File: src/hdl/pls_pkg.sv
package pls_pkg;

    localparam int MAX_POINTS_DEF = 16;
    localparam int ENTRY_W        = 64;
    localparam int MUL_STEPS      = 33;
    localparam int DIV_STEPS      = 64;

    localparam logic [1:0] OP_WRITE   = 2'd0;
    localparam logic [1:0] OP_COMMIT  = 2'd1;
    localparam logic [1:0] OP_CONVERT = 2'd2;

    localparam logic [1:0] CFG_POINT_COUNT = 2'd0;
    localparam logic [1:0] CFG_CLAMP_ENDS  = 2'd1;
    localparam logic [1:0] CFG_SWAP_AXES   = 2'd2;

    localparam logic [2:0] ST_OK        = 3'd0;
    localparam logic [2:0] ST_NOT_READY = 3'd1;
    localparam logic [2:0] ST_RANGE     = 3'd2;
    localparam logic [2:0] ST_INVALID   = 3'd3;
    localparam logic [2:0] ST_OVERFLOW  = 3'd4;

    typedef struct packed {
        logic start;
        logic div;
    } arith_cmd_t;

    typedef struct packed {
        logic busy;
        logic done;
    } arith_rsp_t;

    function automatic logic [32:0] mag33(input logic [32:0] d);
        return d[32] ? (~d + 33'd1) : d;
    endfunction

endpackage

File: src/hdl/pls_table.sv
module pls_table #(
    parameter int DEPTH = pls_pkg::MAX_POINTS_DEF,
    parameter int AW    = $clog2(DEPTH)
) (
    input  logic                         clk,
    input  logic                         we,
    input  logic [AW-1:0]                waddr,
    input  logic [pls_pkg::ENTRY_W-1:0]  wdata,
    input  logic                         re,
    input  logic [AW-1:0]                raddr,
    output logic [pls_pkg::ENTRY_W-1:0]  rdata
);
    import pls_pkg::*;

    logic [ENTRY_W-1:0] mem [DEPTH];

    always_ff @(posedge clk)
    begin
        if (we)
        begin
            mem[waddr] <= wdata;
        end
        if (re)
        begin
            rdata <= mem[raddr];
        end
    end

endmodule

File: src/hdl/pls_arith.sv
module pls_arith (
    input  logic                clk,
    input  logic                rst_n,
    input  pls_pkg::arith_cmd_t cmd,
    input  logic [63:0]         opa,
    input  logic [32:0]         opb,
    output pls_pkg::arith_rsp_t rsp,
    output logic [33:0]         res_hi,
    output logic [63:0]         res_lo
);
    import pls_pkg::*;

    // mul: {hi,lo[32:0]} shift-add, multiplier in lo, multiplicand in d
    // div: restoring, remainder in hi, dividend/quotient in lo
    logic [33:0] hi_reg;
    logic [63:0] lo_reg;
    logic [32:0] d_reg;
    logic [6:0]  cnt_reg;
    logic        div_reg;
    logic        busy_reg;
    logic        done_reg;

    logic [33:0] shifted;
    logic [34:0] x_op;
    logic [34:0] y_op;
    logic [34:0] sum;
    logic        ge;

    always_comb
    begin
        shifted = {hi_reg[32:0], lo_reg[63]};
        if (div_reg)
        begin
            x_op = {1'b0, shifted};
            y_op = ~{2'b00, d_reg};
        end
        else
        begin
            x_op = {1'b0, hi_reg};
            y_op = lo_reg[0] ? {2'b00, d_reg} : 35'd0;
        end
        sum = x_op + y_op + {34'd0, div_reg};
        ge  = ~sum[34];
    end

    always_ff @(posedge clk or negedge rst_n)
    begin
        if (!rst_n)
        begin
            busy_reg <= 1'b0;
            done_reg <= 1'b0;
            cnt_reg  <= 7'd0;
        end
        else
        begin
            done_reg <= 1'b0;
            if (cmd.start)
            begin
                busy_reg <= 1'b1;
                cnt_reg  <= cmd.div ? 7'(DIV_STEPS) : 7'(MUL_STEPS);
            end
            else if (busy_reg)
            begin
                cnt_reg <= cnt_reg - 7'd1;
                if (cnt_reg == 7'd1)
                begin
                    busy_reg <= 1'b0;
                    done_reg <= 1'b1;
                end
            end
        end
    end

    always_ff @(posedge clk)
    begin
        if (cmd.start)
        begin
            hi_reg  <= 34'd0;
            lo_reg  <= opa;
            d_reg   <= opb;
            div_reg <= cmd.div;
        end
        else if (busy_reg)
        begin
            if (div_reg)
            begin
                hi_reg <= ge ? sum[33:0] : shifted;
                lo_reg <= {lo_reg[62:0], ge};
            end
            else
            begin
                hi_reg <= {1'b0, sum[33:1]};
                lo_reg <= {31'd0, sum[0], lo_reg[32:1]};
            end
        end
    end

    assign rsp.busy = busy_reg;
    assign rsp.done = done_reg;
    assign res_hi   = hi_reg;
    assign res_lo   = lo_reg;

endmodule

File: src/hdl/piecewise_linear_table_scaler_core.sv
// Piecewise linear table scaler. Breakpoint pairs (point_in, point_out) are written with
// opcode 0, which also drops the committed state. Opcode 1 commits the first point_count
// entries: inputs must be strictly monotonic (either direction) and each segment's span
// product must fit 63 bits; on success the direction, domain and output range are latched,
// on refusal the block stays not ready. Opcode 2 converts a sample: out-of-domain samples
// are rejected or clamped (clamp_ends), the segment is found by a linear scan that reports
// the lower segment on a tie, and the value is interpolated with rounding half away from
// zero. swap_axes at commit selects the inverse map. Configuration writes take effect at
// once and are meant only while no transaction is in flight. Every transaction returns
// exactly one result; the next input is taken after that result is accepted.
// Sequence: a write or rejected request goes straight to the result and the output handshake. A
// commit walks the entries in order: per segment one table read, one check and the 33-step span
// multiply. A convert scans the table reads up to its segment, then runs the 33-step multiply,
// the 64-step divide (same shift-add/subtract unit) and one rounding step.
module piecewise_linear_table_scaler_core #(
    parameter int MAX_POINTS = pls_pkg::MAX_POINTS_DEF
) (
    input  logic               clk,
    input  logic               rst_n,
    input  logic               cfg_we,
    input  logic [1:0]         cfg_index,
    input  logic [4:0]         cfg_data,
    input  logic               in_valid,
    output logic               in_ready,
    input  logic [1:0]         opcode,
    input  logic [3:0]         point_index,
    input  logic signed [31:0] point_in,
    input  logic signed [31:0] point_out,
    input  logic signed [31:0] sample,
    output logic               out_valid,
    input  logic               out_ready,
    output logic [2:0]         status,
    output logic signed [31:0] value,
    output logic [3:0]         segment,
    output logic               in_domain,
    output logic               rising,
    output logic signed [31:0] domain_low,
    output logic signed [31:0] domain_high,
    output logic signed [31:0] range_low,
    output logic signed [31:0] range_high
);
    import pls_pkg::*;

    localparam int AW = (MAX_POINTS > 1) ? $clog2(MAX_POINTS) : 1;

    typedef enum logic [11:0] {
        S_IDLE     = 12'b000000000001,
        S_CM_LOAD  = 12'b000000000010,
        S_CM_CHECK = 12'b000000000100,
        S_CM_MUL   = 12'b000000001000,
        S_CV_LOAD  = 12'b000000010000,
        S_CV_CHECK = 12'b000000100000,
        S_CV_LOAD0 = 12'b000001000000,
        S_CV_GET0  = 12'b000010000000,
        S_CV_MUL   = 12'b000100000000,
        S_CV_DIV   = 12'b001000000000,
        S_CV_ROUND = 12'b010000000000,
        S_RESULT   = 12'b100000000000
    } state_t;

    state_t state_reg;
    state_t state_next;

    // configuration
    logic [4:0]  pcount_reg;
    logic        clamp_reg;
    logic        swap_cfg_reg;

    // committed table state
    logic               ready_reg;
    logic               rising_reg;
    logic               cswap_reg;
    logic [4:0]         act_cnt_reg;
    logic signed [31:0] ext_reg [4];

    // working registers
    logic [4:0]         idx_reg;
    logic [4:0]         cnt_reg;
    logic signed [31:0] s_reg;
    logic signed [31:0] pax_reg;
    logic signed [31:0] pay_reg;
    logic signed [31:0] fax_reg;
    logic signed [31:0] mn_reg;
    logic signed [31:0] mx_reg;
    logic signed [31:0] ax1_reg;
    logic signed [31:0] ay1_reg;
    logic signed [31:0] ay0_reg;
    logic [31:0]        qm_reg;
    logic [32:0]        den_reg;
    logic               up_reg;
    logic               neg_reg;

    // result registers
    logic [2:0]         st_reg;
    logic signed [31:0] val_reg;
    logic [3:0]         seg_reg;
    logic               indom_reg;

    logic accept;
    assign in_ready = (state_reg == S_IDLE);
    assign accept   = in_valid && in_ready;

    // breakpoint store
    logic              tbl_we;
    logic [AW+3:0]     waddr_wide;
    logic [AW+4:0]     raddr_wide;
    logic              rd_en;
    logic [ENTRY_W-1:0] rd_data;

    assign waddr_wide = {{AW{1'b0}}, point_index};
    assign raddr_wide = {{AW{1'b0}}, idx_reg};
    assign tbl_we = accept && (opcode == OP_WRITE)
                    && ({28'd0, point_index} < 32'(MAX_POINTS));
    assign rd_en  = (state_reg == S_CM_LOAD) || (state_reg == S_CV_LOAD)
                    || (state_reg == S_CV_LOAD0);

    pls_table #(
        .DEPTH (MAX_POINTS),
        .AW    (AW)
    ) u_table (
        .clk   (clk),
        .we    (tbl_we),
        .waddr (waddr_wide[AW-1:0]),
        .wdata ({point_in, point_out}),
        .re    (rd_en),
        .raddr (raddr_wide[AW-1:0]),
        .rdata (rd_data)
    );

    // axis selection: commit uses the live swap setting, convert the committed one
    logic               use_swap;
    logic signed [31:0] ax;
    logic signed [31:0] ay;
    assign use_swap = (state_reg == S_CM_CHECK) ? swap_cfg_reg : cswap_reg;
    assign ax = use_swap ? rd_data[31:0]  : rd_data[63:32];
    assign ay = use_swap ? rd_data[63:32] : rd_data[31:0];

    // shared multiply/divide unit
    arith_cmd_t  ar_cmd;
    arith_rsp_t  ar_rsp;
    logic [63:0] ar_opa;
    logic [32:0] ar_opb;
    logic [33:0] ar_hi;
    logic [63:0] ar_lo;
    logic [65:0] prod;

    pls_arith u_arith (
        .clk    (clk),
        .rst_n  (rst_n),
        .cmd    (ar_cmd),
        .opa    (ar_opa),
        .opb    (ar_opb),
        .rsp    (ar_rsp),
        .res_hi (ar_hi),
        .res_lo (ar_lo)
    );

    assign prod = {ar_hi[32:0], ar_lo[32:0]};

    // commit segment checks
    logic [32:0] dx;
    logic [32:0] dy;
    logic        up_eff;
    logic        dir_fail;
    logic        cm_last;
    logic        over;

    assign dx = {ax[31], ax} - {pax_reg[31], pax_reg};
    assign dy = {ay[31], ay} - {pay_reg[31], pay_reg};
    assign up_eff   = (idx_reg == 5'd1) ? (!dx[32] && (dx != 33'd0)) : up_reg;
    assign dir_fail = up_eff ? (dx[32] || (dx == 33'd0)) : !dx[32];
    assign cm_last  = (idx_reg == cnt_reg - 5'd1);
    assign over     = |prod[65:63];

    // convert
    logic        in_rng;
    logic        hit;
    logic        cv_last;
    logic [32:0] a_d;
    logic [32:0] dy0;
    logic [32:0] den_d;
    logic        inc;
    logic        cnt_bad;

    assign in_rng  = (sample >= ext_reg[0]) && (sample <= ext_reg[1]);
    assign hit     = rising_reg ? (s_reg <= ax) : (s_reg >= ax);
    assign cv_last = (idx_reg == act_cnt_reg - 5'd1);
    assign a_d     = {s_reg[31], s_reg} - {ax[31], ax};
    assign dy0     = {ay1_reg[31], ay1_reg} - {ay[31], ay};
    assign den_d   = {ax1_reg[31], ax1_reg} - {ax[31], ax};
    assign inc     = ({ar_hi[32:0], 1'b0} >= {1'b0, den_reg});
    assign cnt_bad = (pcount_reg < 5'd2) || ({27'd0, pcount_reg} > 32'(MAX_POINTS));

    always_comb
    begin
        ar_cmd = '0;
        ar_opa = 64'd0;
        ar_opb = 33'd0;
        case (state_reg)
            S_CM_CHECK:
            begin
                ar_cmd.start = (idx_reg != 5'd0) && !dir_fail;
                ar_opa = {31'd0, mag33(dx)};
                ar_opb = mag33(dy);
            end
            S_CV_GET0:
            begin
                ar_cmd.start = 1'b1;
                ar_opa = {31'd0, mag33(a_d)};
                ar_opb = mag33(dy0);
            end
            S_CV_MUL:
            begin
                ar_cmd.start = ar_rsp.done;
                ar_cmd.div   = 1'b1;
                ar_opa = prod[63:0];
                ar_opb = den_reg;
            end
            default:
            begin
                ar_cmd = '0;
            end
        endcase
    end

    // sequencer
    always_comb
    begin
        state_next = state_reg;
        case (state_reg)
            S_IDLE:
            begin
                if (accept)
                begin
                    state_next = S_RESULT;
                    if (opcode == OP_COMMIT && !cnt_bad)
                    begin
                        state_next = S_CM_LOAD;
                    end
                    else if (opcode == OP_CONVERT && ready_reg && (in_rng || clamp_reg))
                    begin
                        state_next = S_CV_LOAD;
                    end
                end
            end
            S_CM_LOAD:  state_next = S_CM_CHECK;
            S_CM_CHECK:
            begin
                if (idx_reg == 5'd0)
                begin
                    state_next = S_CM_LOAD;
                end
                else if (dir_fail)
                begin
                    state_next = S_RESULT;
                end
                else
                begin
                    state_next = S_CM_MUL;
                end
            end
            S_CM_MUL:
            begin
                if (ar_rsp.done)
                begin
                    state_next = (over || cm_last) ? S_RESULT : S_CM_LOAD;
                end
            end
            S_CV_LOAD:  state_next = S_CV_CHECK;
            S_CV_CHECK: state_next = (hit || cv_last) ? S_CV_LOAD0 : S_CV_LOAD;
            S_CV_LOAD0: state_next = S_CV_GET0;
            S_CV_GET0:  state_next = S_CV_MUL;
            S_CV_MUL:
            begin
                if (ar_rsp.done)
                begin
                    state_next = S_CV_DIV;
                end
            end
            S_CV_DIV:
            begin
                if (ar_rsp.done)
                begin
                    state_next = S_CV_ROUND;
                end
            end
            S_CV_ROUND: state_next = S_RESULT;
            S_RESULT:
            begin
                if (out_ready)
                begin
                    state_next = S_IDLE;
                end
            end
            default:    state_next = S_IDLE;
        endcase
    end

    // control state
    always_ff @(posedge clk or negedge rst_n)
    begin
        if (!rst_n)
        begin
            state_reg    <= S_IDLE;
            pcount_reg   <= 5'd2;
            clamp_reg    <= 1'b0;
            swap_cfg_reg <= 1'b0;
            ready_reg    <= 1'b0;
            rising_reg   <= 1'b0;
            cswap_reg    <= 1'b0;
            act_cnt_reg  <= 5'd0;
            ext_reg[0]   <= 32'sd0;
            ext_reg[1]   <= 32'sd0;
            ext_reg[2]   <= 32'sd0;
            ext_reg[3]   <= 32'sd0;
        end
        else
        begin
            state_reg <= state_next;
            if (cfg_we)
            begin
                case (cfg_index)
                    CFG_POINT_COUNT: pcount_reg   <= cfg_data;
                    CFG_CLAMP_ENDS:  clamp_reg    <= cfg_data[0];
                    CFG_SWAP_AXES:   swap_cfg_reg <= cfg_data[0];
                    default:         pcount_reg   <= pcount_reg;
                endcase
            end
            if (accept && (opcode == OP_WRITE || opcode == OP_COMMIT))
            begin
                ready_reg <= 1'b0;
            end
            if (state_reg == S_CM_MUL && ar_rsp.done && !over && cm_last)
            begin
                ext_reg[0]  <= up_reg ? fax_reg : pax_reg;
                ext_reg[1]  <= up_reg ? pax_reg : fax_reg;
                ext_reg[2]  <= mn_reg;
                ext_reg[3]  <= mx_reg;
                rising_reg  <= up_reg;
                act_cnt_reg <= cnt_reg;
                cswap_reg   <= swap_cfg_reg;
                ready_reg   <= 1'b1;
            end
        end
    end

    // datapath
    always_ff @(posedge clk)
    begin
        case (state_reg)
            S_IDLE:
            begin
                if (accept)
                begin
                    st_reg    <= ST_OK;
                    val_reg   <= 32'sd0;
                    seg_reg   <= 4'd0;
                    indom_reg <= 1'b0;
                    cnt_reg   <= pcount_reg;
                    case (opcode)
                        OP_WRITE:
                        begin
                            idx_reg <= 5'd0;
                        end
                        OP_COMMIT:
                        begin
                            idx_reg <= 5'd0;
                            if (cnt_bad)
                            begin
                                st_reg <= ST_INVALID;
                            end
                        end
                        OP_CONVERT:
                        begin
                            idx_reg <= 5'd1;
                            s_reg   <= in_rng ? sample
                                       : ((sample < ext_reg[0]) ? ext_reg[0] : ext_reg[1]);
                            if (!ready_reg)
                            begin
                                st_reg <= ST_NOT_READY;
                            end
                            else if (in_rng)
                            begin
                                indom_reg <= 1'b1;
                            end
                            else if (!clamp_reg)
                            begin
                                st_reg <= ST_RANGE;
                            end
                        end
                        default:
                        begin
                            st_reg <= ST_INVALID;
                        end
                    endcase
                end
            end
            S_CM_CHECK:
            begin
                pax_reg <= ax;
                pay_reg <= ay;
                if (idx_reg == 5'd0)
                begin
                    fax_reg <= ax;
                    mn_reg  <= ay;
                    mx_reg  <= ay;
                    idx_reg <= 5'd1;
                end
                else if (dir_fail)
                begin
                    st_reg <= ST_INVALID;
                end
                else
                begin
                    up_reg <= up_eff;
                    if (ay < mn_reg)
                    begin
                        mn_reg <= ay;
                    end
                    if (ay > mx_reg)
                    begin
                        mx_reg <= ay;
                    end
                end
            end
            S_CM_MUL:
            begin
                if (ar_rsp.done)
                begin
                    if (over)
                    begin
                        st_reg <= ST_OVERFLOW;
                    end
                    else if (!cm_last)
                    begin
                        idx_reg <= idx_reg + 5'd1;
                    end
                end
            end
            S_CV_CHECK:
            begin
                if (hit || cv_last)
                begin
                    ax1_reg <= ax;
                    ay1_reg <= ay;
                    idx_reg <= idx_reg - 5'd1;
                end
                else
                begin
                    idx_reg <= idx_reg + 5'd1;
                end
            end
            S_CV_GET0:
            begin
                ay0_reg <= ay;
                neg_reg <= a_d[32] ^ dy0[32] ^ den_d[32];
                den_reg <= mag33(den_d);
                seg_reg <= idx_reg[3:0];
            end
            S_CV_DIV:
            begin
                if (ar_rsp.done)
                begin
                    qm_reg <= ar_lo[31:0] + {31'd0, inc};
                end
            end
            S_CV_ROUND:
            begin
                val_reg <= ay0_reg + (neg_reg ? -$signed(qm_reg) : $signed(qm_reg));
            end
            default:
            begin
                st_reg <= st_reg;
            end
        endcase
    end

    assign out_valid   = (state_reg == S_RESULT);
    assign status      = st_reg;
    assign value       = val_reg;
    assign segment     = seg_reg;
    assign in_domain   = indom_reg;
    assign rising      = ready_reg & rising_reg;
    assign domain_low  = ready_reg ? ext_reg[0] : 32'sd0;
    assign domain_high = ready_reg ? ext_reg[1] : 32'sd0;
    assign range_low   = ready_reg ? ext_reg[2] : 32'sd0;
    assign range_high  = ready_reg ? ext_reg[3] : 32'sd0;

endmodule
File: config.mk
export PLATFORM = sky130hd
export DESIGN_NAME = piecewise_linear_table_scaler_core
export DESIGN_NICKNAME = d
export VERILOG_FILES = /design/src/hdl/pls_pkg.sv /design/src/hdl/pls_table.sv /design/src/hdl/pls_arith.sv /design/src/hdl/piecewise_linear_table_scaler_core.sv
export SDC_FILE = /design/constraint.sdc
export NUM_CORES = 2
export LEC_CHECK = 0
export BUFFER_PORTS_ARGS = -buffer_cell sky130_fd_sc_hd__buf_2
export CELL_PAD_IN_SITES_DETAIL_PLACEMENT = 1
export CELL_PAD_IN_SITES_GLOBAL_PLACEMENT = 1
export CORE_MARGIN = 4
export CORE_UTILIZATION = 47
export CTS_CLUSTER_SIZE = 16
export DETAILED_ROUTE_END_ITERATION = 10
export PLACE_DENSITY = 0.86
export SYNTH_ARGS = -nofsm -noshare
export SYNTH_HDL_FRONTEND = slang
export SYNTH_SLANG_ARGS = --single-unit
File: constraint.sdc
create_clock -name clk -period 8.05 [get_ports clk]
set_clock_uncertainty 0.05 [all_clocks]
set_input_delay 0.805 -clock clk [delete_from_list [all_inputs] [get_ports clk]]
set_output_delay 0.805 -clock clk [all_outputs]
set_load 0.005 [all_outputs]
Word level (Yosys, flattened, before mapping)
Memory sizes are Yosys's and may differ from the RTL's. A register that Yosys moved wholly into a read port is not among the register bits.
Cells that the tools add are included.

storage, ports and cells
  flip-flop bits (word level) = 701
  RAM bits = 1024
  input bits = 114
  output and inout port bits = 171
  logic and storage cells = 262
  memories kept = 1

operators by class
  add/subtract/negate cells = 20
  magnitude comparators = 10
  equal/unequal tests = 34
  mux-type cells = 87
  bitwise logic cells = 12
  reduce and logical (&&, ||, !) cells = 58

memories
  memory       words  bits a word  read ports  clocked after Yosys merged registers in  write ports  line             text
  u_table.mem  16     64           1           1                                        1            pls_table.sv:15  logic [ENTRY_W-1:0] mem [DEPTH];

operator list
  cell                                                              count
  32-bit two-way mux                                                19
  64-bit two-way mux                                                3
  64-bit one-hot mux with 3 select lines                            1
  33-bit by 1-bit adder with 33-bit output (second input constant)  5
  33-bit two-way mux                                                5
  33-bit NOT                                                        5
  32-bit by 32-bit subtractor with 33-bit output                    5
  12-bit one-hot mux with 12 select lines                           1
  12-bit two-way mux                                                10
  34-bit two-way mux                                                3
  33-bit one-hot mux with 3 select lines                            1
  32-bit greater-or-equal comparator                                2
  32-bit less-or-equal comparator                                   2
  32-bit < comparator                                               2
  32-bit one-hot mux with 2 select lines                            1
  34-bit by 35-bit adder with 35-bit output                         1
  35-bit by 1-bit adder with 35-bit output                          1
  35-bit two-way mux                                                1
  33-bit NOT with 35-bit output                                     1
  34-bit by 33-bit greater-or-equal comparator with 1-bit output    1
  33-bit logical NOT                                                1
  33-bit nonzero test                                               1
  32-bit by 1-bit adder with 32-bit output                          1
  32-bit adder                                                      1
  other kinds (58)                                                  147

Depth between registers and ports, before layout
  depth after elaboration = 13
  depth in mapped cells = 31
  gate-level depth less buffers = 27

Modules after synthesis
A second synthesis with hierarchy kept.

unflattened totals
  cell total of the unflattened synthesis = 7344
  area, all modules = 91993.2 µm²

modules (own cells, without submodules)
  module                              times used  cells each  area an instance (µm²)  seq. area each (µm²)
  piecewise_linear_table_scaler_core  1           4814        43058.8                 16042.9
  pls_table                           1           1647        40222.3                 32671.3
  pls_arith                           1           883         8712.1                  3848.7

Worst setup path after synthesis
OpenSTA, ideal clock, no wires.

  path type = register to register
  start point = register state_reg[6]
  end point = register u_arith.lo_reg[0] (netlist: u_arith.res_lo[0]) (enable)
  setup time = 434 ps
  arrival time = 7326 ps
  data required time = 7566 ps
  setup slack = 240 ps
  cell stages (with the launch flop) = 28
  cell sequence = dfrtp_1 -> nor4_4 -> a41oi_1 -> a21oi_1 -> buf_4 -> clkbuf_1 -> buf_1 -> nand2_1 -> nand2_1 -> inv_1 -> ha_1 -> inv_1 -> fa_1 -> a21oi_1 -> maj3_1 -> maj3_1 -> maj3_1 -> o21a_1 -> o2bb2ai_2 -> o2111ai_1 -> a21o_1 -> o311ai_0 -> nand3b_1 -> nor3_1 -> a31o_2 -> buf_2 -> buf_2 -> a21oi_1

between the ends
  word-level cells in the longest chain between the ends = 13
  elaborated cells between the ends (all ways) = 19
  classes of those cells = add/sub (1); eq/ne (4); mux (5); reduce/logical (9)

RTL lines
  item                                                                          line                                                                                  text
  from (decl)                                                                   piecewise_linear_table_scaler_core.sv:61                                              state_t state_reg;
  from (signal assigned)                                                        piecewise_linear_table_scaler_core.sv:319                                             state_reg <= state_next;
  12-bit by 3-bit == test with 1-bit output (*)                                 piecewise_linear_table_scaler_core.sv:134                                             assign use_swap = (state_reg == S_CM_CHECK) ? swap_cfg_reg : cswap_reg;
  1-bit two-way mux (*)                                                         piecewise_linear_table_scaler_core.sv:134
  32-bit two-way mux (*)                                                        piecewise_linear_table_scaler_core.sv:135                                             assign ax = use_swap ? rd_data[31:0] : rd_data[63:32];
  via ax[0]                                                                     piecewise_linear_table_scaler_core.sv:132                                             logic signed [31:0] ax;
  32-bit by 32-bit subtractor with 33-bit output (*)                            piecewise_linear_table_scaler_core.sv:168                                             assign dx = {ax[31], ax} - {pax_reg[31], pax_reg};
  33-bit nonzero test / 1-bit logical NOT (equally long branches)               piecewise_linear_table_scaler_core.sv:170, piecewise_linear_table_scaler_core.sv:171
  1-bit logical AND                                                             piecewise_linear_table_scaler_core.sv:170                                             assign up_eff = (idx_reg == 5'd1) ? (!dx[32] && (dx != 33'd0)) : up_reg;
  1-bit two-way mux                                                             piecewise_linear_table_scaler_core.sv:170
  1-bit two-way mux (*)                                                         piecewise_linear_table_scaler_core.sv:171                                             assign dir_fail = up_eff ? (dx[32] || (dx == 33'd0)) : !dx[32];
  1-bit logical NOT (*)                                                         piecewise_linear_table_scaler_core.sv:202                                             ar_cmd.start = (idx_reg != 5'd0) && !dir_fail;
  1-bit logical AND (*)                                                         piecewise_linear_table_scaler_core.sv:202
  1-bit one-hot mux with 3 select lines (*)                                     piecewise_linear_table_scaler_core.sv:199                                             case (state_reg)
  2-bit inequality test (no line) / 2-bit nonzero test (equally long branches)  n/a
  2-bit AND reduction (no line) (*)                                             n/a
  to (signal assigned)                                                          pls_arith.sv:79                                                                       lo_reg <= opa;
  to (signal assigned)                                                          pls_arith.sv:88                                                                       lo_reg <= {lo_reg[62:0], ge};
  to (signal assigned)                                                          pls_arith.sv:93                                                                       lo_reg <= {31'd0, sum[0], lo_reg[32:1]};
  to (decl)                                                                     pls_arith.sv:16                                                                       logic [63:0] lo_reg;

The timed path passes the listed nets; every way through them passes the cells marked *.
A chain may end at the register's enable or synchronous reset.

Final worst setup path
  start point = register state_reg[7]
  end point = register u_arith.lo_reg[30] (netlist: u_arith.res_lo[30]) (data pin)

between the ends
  word-level cells in the longest chain between the ends = 12
  elaborated cells between the ends (all ways) = 25
  classes of those cells = add/sub (4); eq/ne (3); mux (9); bitwise (2); reduce/logical (7)

RTL lines
  item                                                                                    line                                       text
  12-bit by 3-bit == test with 1-bit output (*)                                           piecewise_linear_table_scaler_core.sv:134
  1-bit two-way mux (*)                                                                   piecewise_linear_table_scaler_core.sv:134
  32-bit two-way mux (*)                                                                  piecewise_linear_table_scaler_core.sv:135
  via ax[1]                                                                               piecewise_linear_table_scaler_core.sv:132
  branches (longest 8 deep; another with 32-bit by 32-bit subtractor with 33-bit output)  n/a
  64-bit two-way mux (*)                                                                  pls_arith.sv:76                            if (cmd.start)

Mark *: on every way through the listed nets, which the timed path passes.

==> qor.yml <==
grt_pass1_wl_um: 462000
swShare_pct: 30.8
p_comb_share_pct: 24.8
setup_viol: 0
fmaxAchievable_mhz: 130
antenna_found_initial: 55
num_rows: 161
synth_top_family_by_area: "multiplexers"
reg2reg_setup_slack_ns: 0.35
cpMostUsedCell: "maj3_1"
vias_per_cell: 6.49
min_to: "pcount_reg[4]"
critPathKind: "reg -> reg"
tns_ns: 0
synth_cell_types: 105
gp_congestion: 0.976
hpwl_um: 207000
intPower_mw: 18.3
cp-end-kind: "flop"
rsz0062_at_grt: "false"
ys_seq_area_share_pct: 57.8
slew-limit-headroom_pct: 13.6
htreeDepth: 4
synth_xor_area_share_pct: 4.44
cts_buffers: 183
power_frac_clock_pct: 34.5
synth_fp_nets: 7453
maxCapViolCount: 0
start_kind: "flop"
synth_compound_area_share_pct: 9.80
cp_slowest_cell: "o41ai_4"
layout-drive-gt1-share_pct: 16.2
p_total_mw: 26.5
finalCritPeriodShare_pct: 95.7
yosys.area_share.adder_pct: 5.31
io_buffers: 284
cp_max_fo: 45
drtAntennaViolNets: 0
synth.area.mux_share_pct: 10.4
status: "complete, no violations"
power_density_nw_per_um2: 260
dieWidth_um: 448
cts_tree: "done"
start_util_pct: 47.2
synth-main-ff-cell: "edfxtp_1"
dr_total_vias: 64900
hold_viol: 0
initialDrtViolationCount: 7839
p_sw_mw: 8.17
path_clk_slew_ns: 0.06
yosysWarnings: 0
grt_usage_pct: 31.4
arrival_ns: 8.20
grt_max_degree: 144
grt_pass1_vias: 67100
die-area_um2: 200000
grt-ovfl-total: 0
synth_cells: 6984
placed_cell_area_um2: 95600
layout_min_cycle_time_ns: 7.70
startpoint: "state_reg[7]"
r2r_start: "state_reg[7]"
avgSynthCellArea_um2: 13.0
syn_area_um2: 90900
r2r_end: "u_arith.res_lo[30]"
seqPwrFrac_pct: 40.7
fp.dieH_um: 448
critPathMaxStageDelay_ns: 0.60
mostFrequentLayoutCells: "1591 x edfxtp_1, 551 x nand2_1, 435 x nor2_1, 409 x inv_1, 350 x o21ai_0"
largest_register_ffs: 1024
mostFrequentLayoutCell: "edfxtp_1"
power_leakage_nw: 37.5
drcViolationCount: 0
clk_latency_ns: 0.88
wl_per_cell_um: 31.7
cts_root_buffer: "clkbuf_16"
core-area_um2: 192000
hp-class: "in -> reg"
wirelength_um: 317000
ys_ff_latch: 1789
clock-sinks: 1789
layout.nets: 7764
hp-start: "cfg_data[4]"
worstMarginPinSlew_ns: 1.29
syn_to_final_growth_pct: 12.4
slew_viol_final: 0
synthSimpleGateAreaFrac_pct: 9.17
ir_worst_vdd_mv: 0.250
post-cts-setup-buffers: 0
nFillCells: 19200
r2r_cells: 23
drt_first_pass_iters: 6
min_path_cells: 2
final_area_um2: 102000
crit_chain: "nor4_4 > a41oi_1 > a21oi_4 > buf_4 > nand2_1 > nand2_1 > fa_1 > a21oi_1 > maj3_1 > maj3_1 > maj3_1 > o21a_1 > o31a_1 > xnor2_2 > nand4b_1 > nor4_1 > nand4b_1 > o41ai_4 > nor2_2 > nor2_4 > inv_4 > a211oi_1 > o22ai_1"
ctsLongestPathBuffers: 3
synth-edff-count: 1591
ios: 285
async_flop_share_pct: 9.17
crit_required_ns: 8.54
-- per-layer routing --
metal  part of all wire, %  GRT usage, %
met4                   7.2          19.3
met1                    35          37.4
met2                    49          52.5
met5                 0.047             0
met3                   8.8          6.39
-- metrics by stage --
step	utilization, %	hold slack, ns	setup WS, ns	instances
3_3_place_gp	49.7	0.412	0.511	9635
5_1_grt	53.1	0.105	0.0291	9988
4_1_cts	53.0	0.0910	0.149	9973
2_1_floorplan	-	0.392	0.240	6984
3_5_place_dp	49.7	0.412	0.303	9635
6_report	53.1	0.141	0.346	10000
-- critical path, delay by kind of cell (launching register included) --
kind	cells	cell delay (ns)
buffers and inverters	2	0.55
AO/OA/AOI/OAI	8	2.42
flip-flops	1	0.44
XOR/XNOR	1	0.25
AND/OR/NAND/NOR	8	2.11
adder cells (fa/ha/maj)	4	1.53
-- worst max-delay path by stage --
stage / end / slack (ns) / cells after the start
finish: u_arith.res_lo[30] / 0.35 / 23
global route: u_arith.d_reg[24] / 0.03 / 26
CTS: u_arith.d_reg[9] / 0.15 / 24
detailed placement: u_arith.d_reg[21] / 0.30 / 24
global placement: u_arith.d_reg[27] / 0.51 / 24
floorplan: u_arith.res_lo[0] / 0.24 / 27
-- power by group through the flow --
stage               Clock, mW  Combinational (mW)  Sequential, mW
detailed placement          0                6.28            11.0
global route             9.62                6.96            10.8
global placement            0                6.03            10.9
floorplan                   0                4.39            10.8
finish                   9.14                6.57            10.8
CTS                      9.20                6.49            10.8
-- cell usage after synthesis, types with 95 or more instances --
master,count,share of area (%)
mux4_2,320,7.9
mux2i_1,157,1.7
a21o_1,111,0.92
xor2_1,141,1.4
nand3_1,102,0.56
nor2_1,447,1.8
ha_1,347,4.8
xnor2_1,318,3.1
a21oi_1,322,1.8
nor3_1,98,0.54
and2_1,95,0.65
o21ai_0,351,1.9
edfxtp_1,1591,53
inv_1,409,1.7
dfrtp_1,162,4.5
clkbuf_1,237,0.98
nand2_1,551,2.3
-- logic make-up after synthesis --
group | count (synthesis)
AND/OR/NAND/NOR | 1737
multiplexers | 538
AO/OA/AOI/OAI | 1358
buffers and inverters | 715
XOR/XNOR | 460
flip-flops | 1789
adder cells (fa/ha/maj) | 387
-- final cells by class --
class	count	area, um^2	area share, %
flip-flops and latches	1789	52600	51.5
well taps	2526	3160	3.10
multi-input cells	4480	35900	35.1
repair buffers	427	2540	2.49
diodes	29	72.6	0.0711
clock inverters	113	1590	1.56
inverters	414	1560	1.53
clock buffers	224	4760	4.67
-- repair_timing --
item,CTS,global route
hold buffers,1,0
setup endpoints to repair,0,109
resized for setup,0,12
hold endpoints to repair,39,0
(Power assumes the default switching activity.)
